<file path="src/ps2q_pkg.sv">
`timescale 1ns / 1ps
// ----------------------------------------------------------------------------
// ps2q_pkg
// Shared constants, codes, state encoding and ring helpers for the
// PS/2 device-side send queue.
// ----------------------------------------------------------------------------
package ps2q_pkg;

    localparam int SLOTS     = 16;
    localparam int MSG_BYTES = 8;

    localparam int ID_W      = (SLOTS > 1) ? $clog2(SLOTS) : 1;
    localparam int CNT_W     = $clog2(SLOTS + 1);
    localparam int LEN_W     = $clog2(MSG_BYTES + 1);
    localparam int RAM_DEPTH = SLOTS * MSG_BYTES;
    localparam int ADDR_W    = $clog2(RAM_DEPTH);

    localparam logic [9:0] LINE_DONE = 10'h3FF;
    localparam logic [9:0] LINE_FAIL = 10'h3C0;
    localparam logic [9:0] LINE_NONE = 10'h000;

    typedef enum logic [2:0] {
        FUNC_NORMAL = 3'd0,
        FUNC_PRIO   = 3'd1,
        FUNC_CLEAR  = 3'd2,
        FUNC_RESUME = 3'd3,
        FUNC_LOOP   = 3'd4
    } func_t;

    typedef enum logic [1:0] {
        KIND_TX   = 2'd0,
        KIND_RX   = 2'd1,
        KIND_STAT = 2'd2
    } kind_t;

    typedef enum logic [6:0] {
        ST_IDLE  = 7'b0000001,
        ST_BYTE  = 7'b0000010,
        ST_STAT  = 7'b0000100,
        ST_CLEAR = 7'b0001000,
        ST_LOOP  = 7'b0010000,
        ST_RD    = 7'b0100000,
        ST_TX    = 7'b1000000
    } state_t;

    // ring pointer plus count, wrapped at SLOTS (n never exceeds SLOTS)
    function automatic logic [ID_W-1:0] ring_add(input logic [ID_W-1:0] p,
                                                 input logic [CNT_W-1:0] n);
        logic [CNT_W:0] s;
        s = {{(CNT_W + 1 - ID_W){1'b0}}, p} + {1'b0, n};
        if (s >= (CNT_W + 1)'(SLOTS))
            s = s - (CNT_W + 1)'(SLOTS);
        return s[ID_W-1:0];
    endfunction

    function automatic logic [ID_W-1:0] ring_inc(input logic [ID_W-1:0] p);
        return (p == ID_W'(SLOTS - 1)) ? '0 : p + 1'b1;
    endfunction

    function automatic logic [ID_W-1:0] ring_dec(input logic [ID_W-1:0] p);
        return (p == '0) ? ID_W'(SLOTS - 1) : p - 1'b1;
    endfunction

    function automatic logic [ADDR_W-1:0] byte_addr(input logic [ID_W-1:0] id,
                                                    input logic [LEN_W-1:0] idx);
        return ADDR_W'(id) * ADDR_W'(MSG_BYTES) + ADDR_W'(idx);
    endfunction

endpackage

</file>
<file path="src/ps2_device_tx_queue.sv">
`timescale 1ns / 1ps
// ----------------------------------------------------------------------------
// ps2_device_tx_queue
// Send queue of a PS/2 device-side transceiver with slot free list,
// send-order ring, priority insert, pause/resume and line word handling.
// ----------------------------------------------------------------------------
// Operation: one transaction at a time under a small sequencer. A message
// byte is stored in ST_BYTE; the final byte adds ST_STAT for the status result.
// Clear moves one ring entry per cycle back to the free ring until the queue
// is empty. A loop transaction that dispatches nothing handles its line word in
// ST_LOOP. A dispatching loop transaction runs ST_RD then ST_TX for each byte (byte
// store read, then the shared parity unit forms the frame), then returns to ST_LOOP.
// Every result waits in the output register while out_stall is high.
module ps2_device_tx_queue
    import ps2q_pkg::*;
(
    input  logic        clk,
    input  logic        rst_n,
    input  logic        in_valid,
    output logic        in_stall,
    input  logic [2:0]  func,
    input  logic [7:0]  data_byte,
    input  logic        last_byte,
    input  logic        line_valid,
    input  logic [9:0]  line_word,
    output logic        out_valid,
    input  logic        out_stall,
    output logic [1:0]  kind,
    output logic [10:0] tx_frame,
    output logic [9:0]  rx_value,
    output logic        parity_ok,
    output logic        accepted,
    output logic        last
);

    // sequencer and captured transaction
    state_t           state_reg, state_next;
    logic [2:0]       func_reg, func_next;
    logic [7:0]       byte_reg, byte_next;
    logic             lastb_reg, lastb_next;
    logic             lv_reg, lv_next;
    logic [9:0]       word_reg, word_next;

    // queue state
    logic [ID_W-1:0]  order_ring_reg [SLOTS];
    logic [ID_W-1:0]  order_ring_next [SLOTS];
    logic [ID_W-1:0]  free_ring_reg [SLOTS];
    logic [ID_W-1:0]  free_ring_next [SLOTS];
    logic [LEN_W-1:0] slot_len_reg [SLOTS];
    logic [LEN_W-1:0] slot_len_next [SLOTS];
    logic [LEN_W-1:0] slot_sent_reg [SLOTS];
    logic [LEN_W-1:0] slot_sent_next [SLOTS];
    logic [ID_W-1:0]  order_head_reg, order_head_next;
    logic [CNT_W-1:0] order_count_reg, order_count_next;
    logic [ID_W-1:0]  free_head_reg, free_head_next;
    logic [CNT_W-1:0] free_count_reg, free_count_next;
    logic             in_flight_reg, in_flight_next;
    logic             paused_reg, paused_next;

    // message under construction
    logic             build_open_reg, build_open_next;
    logic             build_ok_reg, build_ok_next;
    logic [ID_W-1:0]  build_slot_reg, build_slot_next;
    logic [LEN_W-1:0] build_index_reg, build_index_next;
    logic             stat_acc_reg, stat_acc_next;

    // dispatch walk
    logic [ID_W-1:0]  disp_id_reg, disp_id_next;
    logic [LEN_W-1:0] disp_len_reg, disp_len_next;
    logic [LEN_W-1:0] disp_cnt_reg, disp_cnt_next;

    // output register
    logic             out_valid_reg, out_valid_next;
    logic [1:0]       kind_reg, kind_next;
    logic [10:0]      frame_reg, frame_next;
    logic [9:0]       rx_reg, rx_next;
    logic             pok_reg, pok_next;
    logic             acc_reg, acc_next;
    logic             last_reg, last_next;

    // byte store and parity unit
    logic              ram_we, ram_re;
    logic [ADDR_W-1:0] ram_waddr, ram_raddr;
    logic [7:0]        ram_rdata;
    logic [7:0]        par_in;
    logic              par_odd;

    logic             in_accept;
    logic             out_free;
    logic             line_rx;
    logic             eff_ok;
    logic [ID_W-1:0]  eff_slot;
    logic [ID_W-1:0]  head_id;
    logic [ID_W-1:0]  free_tail;
    logic [LEN_W-1:0] eff_idx;
    logic [LEN_W-1:0] sent_inc;
    logic [LEN_W-1:0] cnt_inc;

    ps2q_byte_ram u_ram (
        .clk   (clk),
        .we    (ram_we),
        .waddr (ram_waddr),
        .wdata (byte_reg),
        .re    (ram_re),
        .raddr (ram_raddr),
        .rdata (ram_rdata)
    );

    // one parity unit serves both the frame builder and the rx check
    assign par_in = (state_reg == ST_TX) ? ram_rdata : word_reg[7:0];

    ps2q_parity u_parity (
        .val (par_in),
        .odd (par_odd)
    );

    assign in_stall  = (state_reg != ST_IDLE);
    assign in_accept = in_valid && !in_stall;
    assign out_free  = !out_valid_reg || !out_stall;

    // a line word other than done/fail/zero produces a received-word result
    assign line_rx = lv_reg && (word_reg != LINE_DONE) && (word_reg != LINE_FAIL)
                     && (word_reg != LINE_NONE);

    assign eff_ok    = build_open_reg ? build_ok_reg : (free_count_reg != '0);
    assign eff_slot  = build_open_reg ? build_slot_reg : free_ring_reg[free_head_reg];
    assign eff_idx   = build_open_reg ? build_index_reg : '0;
    assign head_id   = order_ring_reg[order_head_reg];
    assign free_tail = ring_add(free_head_reg, free_count_reg);
    assign sent_inc  = slot_sent_reg[head_id] + 1'b1;
    assign cnt_inc   = disp_cnt_reg + 1'b1;

    assign ram_we    = (state_reg == ST_BYTE) && eff_ok
                       && (eff_idx < LEN_W'(MSG_BYTES));
    assign ram_waddr = byte_addr(eff_slot, eff_idx);
    assign ram_re    = (state_reg == ST_RD);
    assign ram_raddr = byte_addr(disp_id_reg, disp_cnt_reg);

    always_comb
    begin
        state_next       = state_reg;
        func_next        = func_reg;
        byte_next        = byte_reg;
        lastb_next       = lastb_reg;
        lv_next          = lv_reg;
        word_next        = word_reg;
        order_ring_next  = order_ring_reg;
        free_ring_next   = free_ring_reg;
        slot_len_next    = slot_len_reg;
        slot_sent_next   = slot_sent_reg;
        order_head_next  = order_head_reg;
        order_count_next = order_count_reg;
        free_head_next   = free_head_reg;
        free_count_next  = free_count_reg;
        in_flight_next   = in_flight_reg;
        paused_next      = paused_reg;
        build_open_next  = build_open_reg;
        build_ok_next    = build_ok_reg;
        build_slot_next  = build_slot_reg;
        build_index_next = build_index_reg;
        stat_acc_next    = stat_acc_reg;
        disp_id_next     = disp_id_reg;
        disp_len_next    = disp_len_reg;
        disp_cnt_next    = disp_cnt_reg;
        out_valid_next   = out_valid_reg && out_stall;
        kind_next        = kind_reg;
        frame_next       = frame_reg;
        rx_next          = rx_reg;
        pok_next         = pok_reg;
        acc_next         = acc_reg;
        last_next        = last_reg;

        case (state_reg)
            ST_IDLE:
            begin
                if (in_accept)
                begin
                    func_next  = func;
                    byte_next  = data_byte;
                    lastb_next = last_byte;
                    lv_next    = line_valid;
                    word_next  = line_word;
                    case (func)
                        FUNC_NORMAL, FUNC_PRIO: state_next = ST_BYTE;
                        FUNC_CLEAR:             state_next = ST_CLEAR;
                        FUNC_RESUME:            paused_next = 1'b0;
                        FUNC_LOOP:              state_next = ST_LOOP;
                        default:                state_next = ST_IDLE;
                    endcase
                end
            end

            ST_BYTE:
            begin
                // slot is chosen from the free head when the message opens; the free head advances on the final byte
                build_open_next  = 1'b1;
                build_ok_next    = eff_ok;
                build_slot_next  = eff_ok ? eff_slot : '0;
                build_index_next = ram_we ? eff_idx + 1'b1 : eff_idx;
                state_next       = ST_IDLE;
                if (lastb_reg)
                begin
                    stat_acc_next = eff_ok;
                    if (eff_ok)
                    begin
                        free_head_next  = ring_inc(free_head_reg);
                        free_count_next = free_count_reg - 1'b1;
                        slot_len_next[eff_slot]  = ram_we ? eff_idx + 1'b1 : eff_idx;
                        slot_sent_next[eff_slot] = '0;
                        if (func_reg == FUNC_PRIO)
                        begin
                            order_head_next = ring_dec(order_head_reg);
                            order_ring_next[ring_dec(order_head_reg)] = eff_slot;
                        end
                        else
                        begin
                            order_ring_next[ring_add(order_head_reg, order_count_reg)]
                                = eff_slot;
                        end
                        order_count_next = order_count_reg + 1'b1;
                    end
                    build_open_next  = 1'b0;
                    build_ok_next    = 1'b0;
                    build_slot_next  = '0;
                    build_index_next = '0;
                    state_next       = ST_STAT;
                end
            end

            ST_STAT:
            begin
                if (out_free)
                begin
                    out_valid_next = 1'b1;
                    kind_next      = KIND_STAT;
                    frame_next     = '0;
                    rx_next        = '0;
                    pok_next       = 1'b0;
                    acc_next       = stat_acc_reg;
                    last_next      = 1'b1;
                    state_next     = ST_IDLE;
                end
            end

            ST_CLEAR:
            begin
                // move one queued id back to the free ring per cycle
                if (order_count_reg == '0)
                begin
                    state_next = ST_IDLE;
                end
                else
                begin
                    free_ring_next[free_tail] = head_id;
                    free_count_next  = free_count_reg + 1'b1;
                    order_head_next  = ring_inc(order_head_reg);
                    order_count_next = order_count_reg - 1'b1;
                end
            end

            ST_LOOP:
            begin
                disp_cnt_next = '0;
                if (!paused_reg && !in_flight_reg && (order_count_reg != '0))
                begin
                    in_flight_next = 1'b1;
                    disp_id_next   = head_id;
                    disp_len_next  = slot_len_reg[head_id];
                    state_next     = ST_RD;
                end
                else
                begin
                    // line word handling
                    state_next = ST_IDLE;
                    if (lv_reg && (word_reg == LINE_DONE) && (order_count_reg != '0))
                    begin
                        slot_sent_next[head_id] = sent_inc;
                        if (sent_inc == slot_len_reg[head_id])
                        begin
                            free_ring_next[free_tail] = head_id;
                            free_count_next  = free_count_reg + 1'b1;
                            order_head_next  = ring_inc(order_head_reg);
                            order_count_next = order_count_reg - 1'b1;
                            in_flight_next   = 1'b0;
                        end
                    end
                    else if (lv_reg && (word_reg == LINE_FAIL) && (order_count_reg != '0))
                    begin
                        slot_sent_next[head_id] = '0;
                        in_flight_next = 1'b0;
                        paused_next    = 1'b1;
                    end
                    else if (line_rx)
                    begin
                        if (out_free)
                        begin
                            out_valid_next = 1'b1;
                            kind_next      = KIND_RX;
                            frame_next     = '0;
                            rx_next        = word_reg;
                            pok_next       = (par_odd == word_reg[8]);
                            acc_next       = 1'b0;
                            last_next      = 1'b1;
                        end
                        else
                        begin
                            state_next = ST_LOOP;
                        end
                    end
                end
            end

            ST_RD:
            begin
                state_next = ST_TX;
            end

            ST_TX:
            begin
                if (out_free)
                begin
                    // inverted frame: stop 0, parity ^d, data ~d, start 1
                    out_valid_next = 1'b1;
                    kind_next      = KIND_TX;
                    frame_next     = {1'b0, ~par_odd, ~ram_rdata, 1'b1};
                    rx_next        = '0;
                    pok_next       = 1'b0;
                    acc_next       = 1'b0;
                    last_next      = (cnt_inc == disp_len_reg) && !line_rx;
                    disp_cnt_next  = cnt_inc;
                    // after the last byte, fall back to ST_LOOP for the line word;
                    // in_flight is now set so no second dispatch happens
                    state_next     = (cnt_inc == disp_len_reg) ? ST_LOOP : ST_RD;
                end
            end

            default:
            begin
                state_next = ST_IDLE;
            end
        endcase
    end

    always_ff @(posedge clk or negedge rst_n)
    begin
        if (!rst_n)
        begin
            state_reg       <= ST_IDLE;
            order_head_reg  <= '0;
            order_count_reg <= '0;
            free_head_reg   <= '0;
            free_count_reg  <= CNT_W'(SLOTS);
            in_flight_reg   <= 1'b0;
            paused_reg      <= 1'b0;
            build_open_reg  <= 1'b0;
            build_ok_reg    <= 1'b0;
            build_slot_reg  <= '0;
            build_index_reg <= '0;
            out_valid_reg   <= 1'b0;
            for (int i = 0; i < SLOTS; i++)
            begin
                free_ring_reg[i] <= ID_W'(i);
            end
        end
        else
        begin
            state_reg       <= state_next;
            order_head_reg  <= order_head_next;
            order_count_reg <= order_count_next;
            free_head_reg   <= free_head_next;
            free_count_reg  <= free_count_next;
            in_flight_reg   <= in_flight_next;
            paused_reg      <= paused_next;
            build_open_reg  <= build_open_next;
            build_ok_reg    <= build_ok_next;
            build_slot_reg  <= build_slot_next;
            build_index_reg <= build_index_next;
            out_valid_reg   <= out_valid_next;
            free_ring_reg   <= free_ring_next;
        end
    end

    always_ff @(posedge clk)
    begin
        func_reg       <= func_next;
        byte_reg       <= byte_next;
        lastb_reg      <= lastb_next;
        lv_reg         <= lv_next;
        word_reg       <= word_next;
        order_ring_reg <= order_ring_next;
        slot_len_reg   <= slot_len_next;
        slot_sent_reg  <= slot_sent_next;
        stat_acc_reg   <= stat_acc_next;
        disp_id_reg    <= disp_id_next;
        disp_len_reg   <= disp_len_next;
        disp_cnt_reg   <= disp_cnt_next;
        kind_reg       <= kind_next;
        frame_reg      <= frame_next;
        rx_reg         <= rx_next;
        pok_reg        <= pok_next;
        acc_reg        <= acc_next;
        last_reg       <= last_next;
    end

    assign out_valid = out_valid_reg;
    assign kind      = kind_reg;
    assign tx_frame  = frame_reg;
    assign rx_value  = rx_reg;
    assign parity_ok = pok_reg;
    assign accepted  = acc_reg;
    assign last      = last_reg;

endmodule

</file>
<file path="src/ps2q_byte_ram.sv">
`timescale 1ns / 1ps
// ----------------------------------------------------------------------------
// ps2q_byte_ram
// Message byte store: one write port, one registered read port.
// ----------------------------------------------------------------------------
module ps2q_byte_ram
    import ps2q_pkg::*;
(
    input  logic              clk,
    input  logic              we,
    input  logic [ADDR_W-1:0] waddr,
    input  logic [7:0]        wdata,
    input  logic              re,
    input  logic [ADDR_W-1:0] raddr,
    output logic [7:0]        rdata
);

    logic [7:0] mem [RAM_DEPTH];

    always_ff @(posedge clk)
    begin
        if (we)
        begin
            mem[waddr] <= wdata;
        end
        if (re)
        begin
            rdata <= mem[raddr];
        end
    end

endmodule

</file>
<file path="src/ps2q_parity.sv">
`timescale 1ns / 1ps
// ----------------------------------------------------------------------------
// ps2q_parity
// Shared odd-parity unit, used for outgoing frames and incoming words.
// ----------------------------------------------------------------------------
module ps2q_parity
    import ps2q_pkg::*;
(
    input  logic [7:0] val,
    output logic       odd
);

    assign odd = ~^val;

endmodule

</file>
<file path="config.mk">
export PLATFORM = sky130hd
export DESIGN_NAME = ps2_device_tx_queue
export DESIGN_NICKNAME = d
export VERILOG_FILES = /design/src/ps2q_pkg.sv /design/src/ps2_device_tx_queue.sv /design/src/ps2q_byte_ram.sv /design/src/ps2q_parity.sv
export SDC_FILE = /design/constraint.sdc
export NUM_CORES = 2
export LEC_CHECK = 0
export BUFFER_PORTS_ARGS = -buffer_cell sky130_fd_sc_hd__buf_2
export CAP_MARGIN = 20
export CELL_PAD_IN_SITES_DETAIL_PLACEMENT = 1
export CELL_PAD_IN_SITES_GLOBAL_PLACEMENT = 1
export CORE_MARGIN = 2
export CORE_UTILIZATION = 38
export CTS_CLUSTER_SIZE = 24
export DETAILED_ROUTE_END_ITERATION = 8
export PLACE_DENSITY_LB_ADDON = 0.1
export SYNTH_ARGS = -nofsm -noshare
export SYNTH_HDL_FRONTEND = slang
export SYNTH_SLANG_ARGS = --single-unit
</file>
<file path="constraint.sdc">
create_clock -name clk -period 5.8 [get_ports clk]
set_input_delay 1.16 -clock clk [delete_from_list [all_inputs] [get_ports clk]]
set_output_delay 1.16 -clock clk [all_outputs]
set_load 0.005 [all_outputs]
</file>
# After elaboration in Yosys (flattened, before gate mapping)

Memories as Yosys holds them, arrays and structs flattened. A register that Yosys moved wholly into a read port is not among the register bits.
Index checks and enable logic that the tools add are counted.

Add/sub/neg operators: 16
Order comparisons: 15
Eq/ne operators: 43
Muxes and demuxes: 156
Bitwise operators: 13
Reductions and logical operators: 59

Operator list:

| operator             | number |
|---|---|
| $mux 64              | 10 |
| $bwmux 64            | 5 |
| $pmux 64 s2          | 2 |
| $mux 4               | 36 |
| $and 64x64->64       | 2 |
| $not 64->64          | 2 |
| $demux 4 s4          | 5 |
| $mux 5               | 16 |
| $mux 11              | 6 |
| $bmux 4 s4           | 4 |
| $mux 10              | 6 |
| $pmux 7 s7           | 1 |
| $mux 1               | 37 |
| $ge 5x5->1 const B   | 7 |
| $not 4->5            | 7 |
| $pmux 11 s3          | 1 |
| $ne 2x2->1 const B   | 16 |
| $pmux 5 s3           | 2 |
| $mux 7               | 4 |
| $pmux 7 s4           | 1 |
| $lt 5x1->1 const B   | 5 |
| $add 4x1->4 const B  | 5 |
| $eq 10x10->1 const B | 2 |
| $ne 10x10->1 const B | 2 |
| other kinds (54)     | 118 |

Register bits after elaboration: 356
Bits in writable memories: 1024
Input bits: 27
Word-level logic and storage cells: 394
Memories: 1

Memories:

| memory    | depth | bits a word | read ports | clocked after memory_dff | wr ports | line                | RTL |
|---|---|---|---|---|---|---|---|
| u_ram.mem | 128   | 8           | 1          | 1                        | 1        | ps2q_byte_ram.sv:18 | `logic [7:0] mem [RAM_DEPTH];` |

# Depth between registers and ports, before layout

Word-level depth: 15
Depth in mapped cells: 20
Gate-level depth less buffers: 15

# Hierarchy

From an unflattened synthesis, not the netlist that was laid out.

Cell total of the unflattened synthesis: 3121
Area total of the unflattened synthesis: 57812.9 um^2

By module, submodules not included:

| module              | times used | cells each | area each (um^2) | sequential area each (um^2) |
|---|---|---|---|---|
| ps2q_byte_ram       | 1          | 1634       | 39736.9          | 30989.7 |
| ps2_device_tx_queue | 1          | 1480       | 18014.8          | 10222.3 |
| ps2q_parity         | 1          | 7          | 61.3             | 0.0 |

# Least setup slack after synthesis

No wires, ideal clock.

Kind: reg2reg
From: register free_head_reg[0]
To: memory u_ram.mem[56][0] (enable)
Library setup time: 370 ps
Data arrival time: 4272 ps
Slack: 1158 ps
Cell stages (with the launch flop): 13
Path buffers: 3
Clock period less this slack: 4642 ps
Cells stage by stage: dfrtp_1 -> buf_1 -> clkbuf_1 -> mux4_2 -> mux4_2 -> mux2i_1 -> inv_1 -> ha_1 -> ha_1 -> clkbuf_1 -> o21ai_0 -> nand3_1 -> nor2_1

Longest elaborated chain between the ends: 6

RTL lines:

| item                                       | line                       | RTL |
|---|---|---|
| start: declaration                         | ps2_device_tx_queue.sv:55  | `logic [ID_W-1:0] free_head_reg, free_head_next;` |
| start signal: assignment                   | ps2_device_tx_queue.sv:370 | `free_head_reg <= free_head_next;` |
| $not 4->5 (implied by the code)            | ps2_device_tx_queue.sv:126 | `assign eff_slot = build_open_reg ? build_slot_reg : free_ring_reg[free_head_reg];` |
| $bmux 4 s4                                 | ps2_device_tx_queue.sv:126 |  |
| $mux 4 (implied by the code) (2 in series) | ps2_device_tx_queue.sv:126 |  |
| $mux 4                                     | ps2_device_tx_queue.sv:126 |  |
| $add 7x4->7                                | ps2q_pkg.sv:66             | `return ADDR_W'(id) * ADDR_W'(MSG_BYTES) + ADDR_W'(idx);` |
| end: declaration                           | ps2q_byte_ram.sv:18        |  |

No other way between the ends. The select of a mux whose other input is x is not followed.

# Final worst setup path

From: register order_head_reg[0]
To: register order_count_reg[3]

Longest elaborated chain between the ends: 12

RTL lines:

| item                                         | line                                                   | RTL |
|---|---|---|
| start: declaration                           | ps2_device_tx_queue.sv:53                              | `logic [ID_W-1:0] order_head_reg, order_head_next;` |
| start signal: assignment                     | ps2_device_tx_queue.sv:368                             | `order_head_reg <= order_head_next;` |
| $not 4->5 (implied by the code) *            | ps2_device_tx_queue.sv:128                             | `assign head_id = order_ring_reg[order_head_reg];` |
| $bmux 4 s4 *                                 | ps2_device_tx_queue.sv:128                             |  |
| $mux 4 (implied by the code) * (2 in series) | ps2_device_tx_queue.sv:128                             |  |
| $not 4->5 (implied by the code) *            | ps2_device_tx_queue.sv:130, ps2_device_tx_queue.sv:278 |  |
| $bmux 4 s4                                   | ps2_device_tx_queue.sv:130                             | `assign sent_inc = slot_sent_reg[head_id] + 1'b1;` |
| $mux 4 (implied by the code) (2 in series)   | ps2_device_tx_queue.sv:130                             |  |
| $add 4x1->4                                  | ps2_device_tx_queue.sv:130                             |  |
| $eq 4x4->1 *                                 | ps2_device_tx_queue.sv:278                             | `if (sent_inc == slot_len_reg[head_id])` |
| $ne 2x2->1 (no line) *                       | --                                                     |  |
| $reduce_and 7->1 (no line) *                 | --                                                     |  |
| end signal: assignment                       | ps2_device_tx_queue.sv:369                             | `order_count_reg <= order_count_next;` |
| end: declaration                             | ps2_device_tx_queue.sv:54                              | `logic [CNT_W-1:0] order_count_reg, order_count_next;` |

Every way passes the cells marked *; elsewhere a longest branch is shown, timed or not. The select of a mux whose other input is x is not followed.
A chain may end at the register's enable or synchronous reset.

==> summary.txt <==
Yosys
  • Main combinational cell family by area after synthesis: multiplexers
  • YS warnings: 0
  • Post-Synth Simple-Gate Area: 5.072%
  • Synth Area in Compound Gates: 2.656%
  • Async set-reset flop share out of synthesis: 7.349%
  • Number of distinct library cells after synthesis: 73
  • Nets in the synthesized netlist: 3113
  • Mux cell area share after synthesis: 17.75%
  • Gate count of the mapped netlist: 3056
  • Area share of the leading cell type in the synthesized netlist: 67.04%
  • Synth Area in XOR/XNOR: 0.8775%
  • Number of register bits inferred by synthesis: 1388
  • Post-synth top flop: sky130_fd_sc_hd__edfxtp_1
  • Cell area after synthesis: 57600 um^2
  • Adder and majority gate portion of the synthesized area: 0.7211%
  • Proportion of synthesized chip area in sequential cells: 71.54%
  • Number of synthesized flops with an enable pin: 1286
  • Top cells by area in the synthesized netlist: sky130_fd_sc_hd__edfxtp_1 (67%), sky130_fd_sc_hd__mux4_2 (14%), sky130_fd_sc_hd__dfrtp_1 (3.0%)
  • Mean instance size in the synthesized netlist: 18.85 um^2
  • Cell type with the highest aggregate area in the netlist: sky130_fd_sc_hd__edfxtp_1

Routing
  • Remaining routing DRC violations: 0
  • Vias/cell: 5.552
  • Total wire length: 155000 um
  • Count of nets left with antenna violations after detail routing: 0
  • Detailed-route wire length per cell: 29.00 um
  • First-pass iteration count of the detailed router: 7
  • Count of vias placed by the detailed router: 29680
  • First-iteration detailed-routing DRC count: 2257

GRT
  • Overall routing resource usage: 20.08%
  • Number of global-route vias before repair: 31700
  • Largest net degree at the start of global routing: 96
  • Global-route wire length before repair: 227700 um
  • GRT Residual Overflow: 0
  • Number of antenna violations at the first check in global routing: 9

Finish
  • Most common cell after layout, fill and taps aside: sky130_fd_sc_hd__edfxtp_1
  • Area of combinational cells with multiple inputs: 15670 um^2
  • Ratio of cells with drive above 1 in the final layout: 25.53%
  • Area Overhead vs Synth: 13.74%
  • Most frequent cells in the layout: sky130_fd_sc_hd__edfxtp_1 (1286), sky130_fd_sc_hd__mux4_2 (370), sky130_fd_sc_hd__nor2_1 (292)
  • Number of flip-flops in the largest register: 1024
  • Nets@finish: 3259
  • Register bank with the most flops: u_ram.mem
  • Share of the core filled with cells in the final layout: 43.64%
  • Filler Cells Inserted: 14070
  • Area of all sequential standard cells: 41210 um^2

CTS
  • Clk sink count: 1388
  • Clock network latency to the later pin of the worst-skew pair: 0.79 ns
  • Number of clock buffers inserted by TritonCTS: 154
  • CTS tree: done
  • Post-CTS setup buffer count: 0
  • Number of instances resized during post-cts repair: 0
  • Maximum root-to-sink buffer count: 3
  • Number of H-tree branching levels: 4
  • Clock-pin slew on the worst setup and hold paths: 0.06 ns
  • Clock tree root driver cell: sky130_fd_sc_hd__clkbuf_16
  • CTS hold repair buffers: 0

STA
  • Worst clock skew on the final layout: 0.04459 ns
  • Final number of hold-violating endpoints: 0
  • Number of endpoints failing setup at the final stage: 0
  • Final period demand of the worst path: 5.328 ns
  • Slew margin rel.: 27.66%
  • TNS Setup: 0 ns
  • Measured slew at the worst slew-check pin: 1.085 ns
  • Final Cycle Share: 91.86%
  • Number of pins with negative max-slew slack in the final report: 0
  • RSZ-0062 raised after global routing: false
  • Max frequency: 0.1877 GHz

Worst setup path
  • CP arrival: 5.98 ns
  • Buf/Inv on CP: 2
  • Type of the worst setup path: register to register
  • Critical-path top delay cell: sky130_fd_sc_hd__mux4_2
  • Maximum fanout along the worst path: 25
  • CP cell instances: buf_4 -> mux2_2 -> mux4_2 -> mux2_4 -> mux2i_1 -> a22oi_1 -> nand3_1 -> o21ai_1 -> ha_1 -> xnor2_2 -> xnor2_1 -> nor3_4 -> a21oi_4 -> buf_4 -> or2_1 -> mux2_1
  • Most repeated library cell on the critical path: sky130_fd_sc_hd__buf_4
  • Stage delay of the slowest cell on the critical path: 0.66 ns
  • Crit path max-delay family: multiplexers
  • WP data required: 6.45 ns
  • Element type at the critical path start: register
  • Crit. End Element: register

Power
  • Pwr Density: 395.8 nW/um^2
  • Lkg Pwr: 0.02104 uW
  • Worst supply voltage drop on vdd: 0.3959 mV

Die
  • Vertical die dimension: 393.3 um
  • Num ports: 55
  • Die Area: 154700 um^2
  • Number of cell rows: 142
  • Initial standard-cell utilization of the core: 38.37%
  • Core region area: 150100 um^2
  • Die Width: 393.3 um

Place
  • Final HPWL DP: 97580 um
  • Buffers added on ports: 54
  • Final weighted congestion of routability-driven global placement: 0.8149

Worst hold path
  • Hold/Removal Path Class: primary input to async pin

Status
  • Outcome: finished, final reports clean

Job
  • Number of max-cap violations: 0
[worst register-to-register path, delay by kind of cell (launching register included)]
kind,cells,cell delay (ns)
AOI/OAI and AO/OA,3,0.67
xor gates and xnor gates,2,0.36
adders and majority gates,1,0.28
buffers and inverters,2,0.74
DFF,1,0.34
muxes,5,2.15
and+or+nand+nor,3,0.64
[path summary, 6_finish.rpt]
check	from	end	slack, ns	cells past startpoint
setup / recovery	order_head_reg[0]$_DFFE_PN0P_	order_count_reg[3]$_DFFE_PN0P_	0.47	16
hold / removal	rst_n	state_reg[1]$_DFFE_PN0P_	0.35	1
setup reg to reg	order_head_reg[0]$_DFFE_PN0P_	order_count_reg[3]$_DFFE_PN0P_	0.47	16
hold reg to reg	order_count_reg[4]$_DFFE_PN0P_	order_count_reg[4]$_DFFE_PN0P_	0.46	1
max in group asynchronous	rst_n	free_ring_reg[57]$_DFFE_PN0P_	4.13	2
min in group clk	order_count_reg[4]$_DFFE_PN0P_	order_count_reg[4]$_DFFE_PN0P_	0.46	1
[synth_stat cells (all sizes together), types with 17 or more instances]
master	number
edfxtp	1286
mux4	370
nor2	292
nand2	167
clkbuf	101
o21ai	92
mux2i	88
mux2	84
dfrtp	68
buf	65
xnor2	39
a21oi	36
dfstp	34
nand3	32
and2	27
ha	26
inv	18
a22oi	17
xor2	17
[area by class of cell]
| cell class | count | share of cell area [%] |
|---|---|---|
| Inverter | 21 | 0.1203 |
| Clock inverter | 79 | 1.132 |
| Sequential cell | 1388 | 62.90 |
| Clock buffer | 200 | 6.239 |
| Antenna cell | 4 | 0.01528 |
| Multi-Input combinational cell | 1481 | 23.91 |
| Tap cell | 2016 | 3.850 |
| Timing Repair Buffer | 156 | 1.830 |
[report_power, final]
group,switching (uW),internal [uW],total (uW)
combinational,3360,1530,4890
clock,4060,5290,9350
sequential,205,11500,11700
[kinds of logic after synthesis]
family / count (synthesis)
flip-flops: 1388
adder cells (fa/ha/maj): 31
multiplexers: 542
AO/OA/AOI/OAI: 237
XOR/XNOR: 56
buffers and inverters: 187
AND/OR/NAND/NOR: 615
[through the flow]
stage | total power, uW | worst slack [ns] | cell area (um^2) | std cells | hold WS, ns
5_1_grt | 26980 | 0.1503 | 65510 | 5342 | 0.3395
2_1_floorplan | 15120 | 1.158 | 57600 | 3056 | 0.4333
3_5_place_dp | 16800 | 0.4551 | 60600 | 5059 | 0.4595
6_report | 25930 | 0.4720 | 65520 | 5345 | 0.3546
3_3_place_gp | 16630 | 0.5787 | 60600 | 5059 | 0.4527
4_1_cts | 26200 | 0.4307 | 65430 | 5338 | 0.3057
[routing by layer]
layer  wire length [um]  track usage, %
met1              69840           28.73
met2              73030           31.24
met3               7888           3.671
met4               4260           6.257
met5                 13               0
No activity file was read; power rests on OpenSTA's default activity.
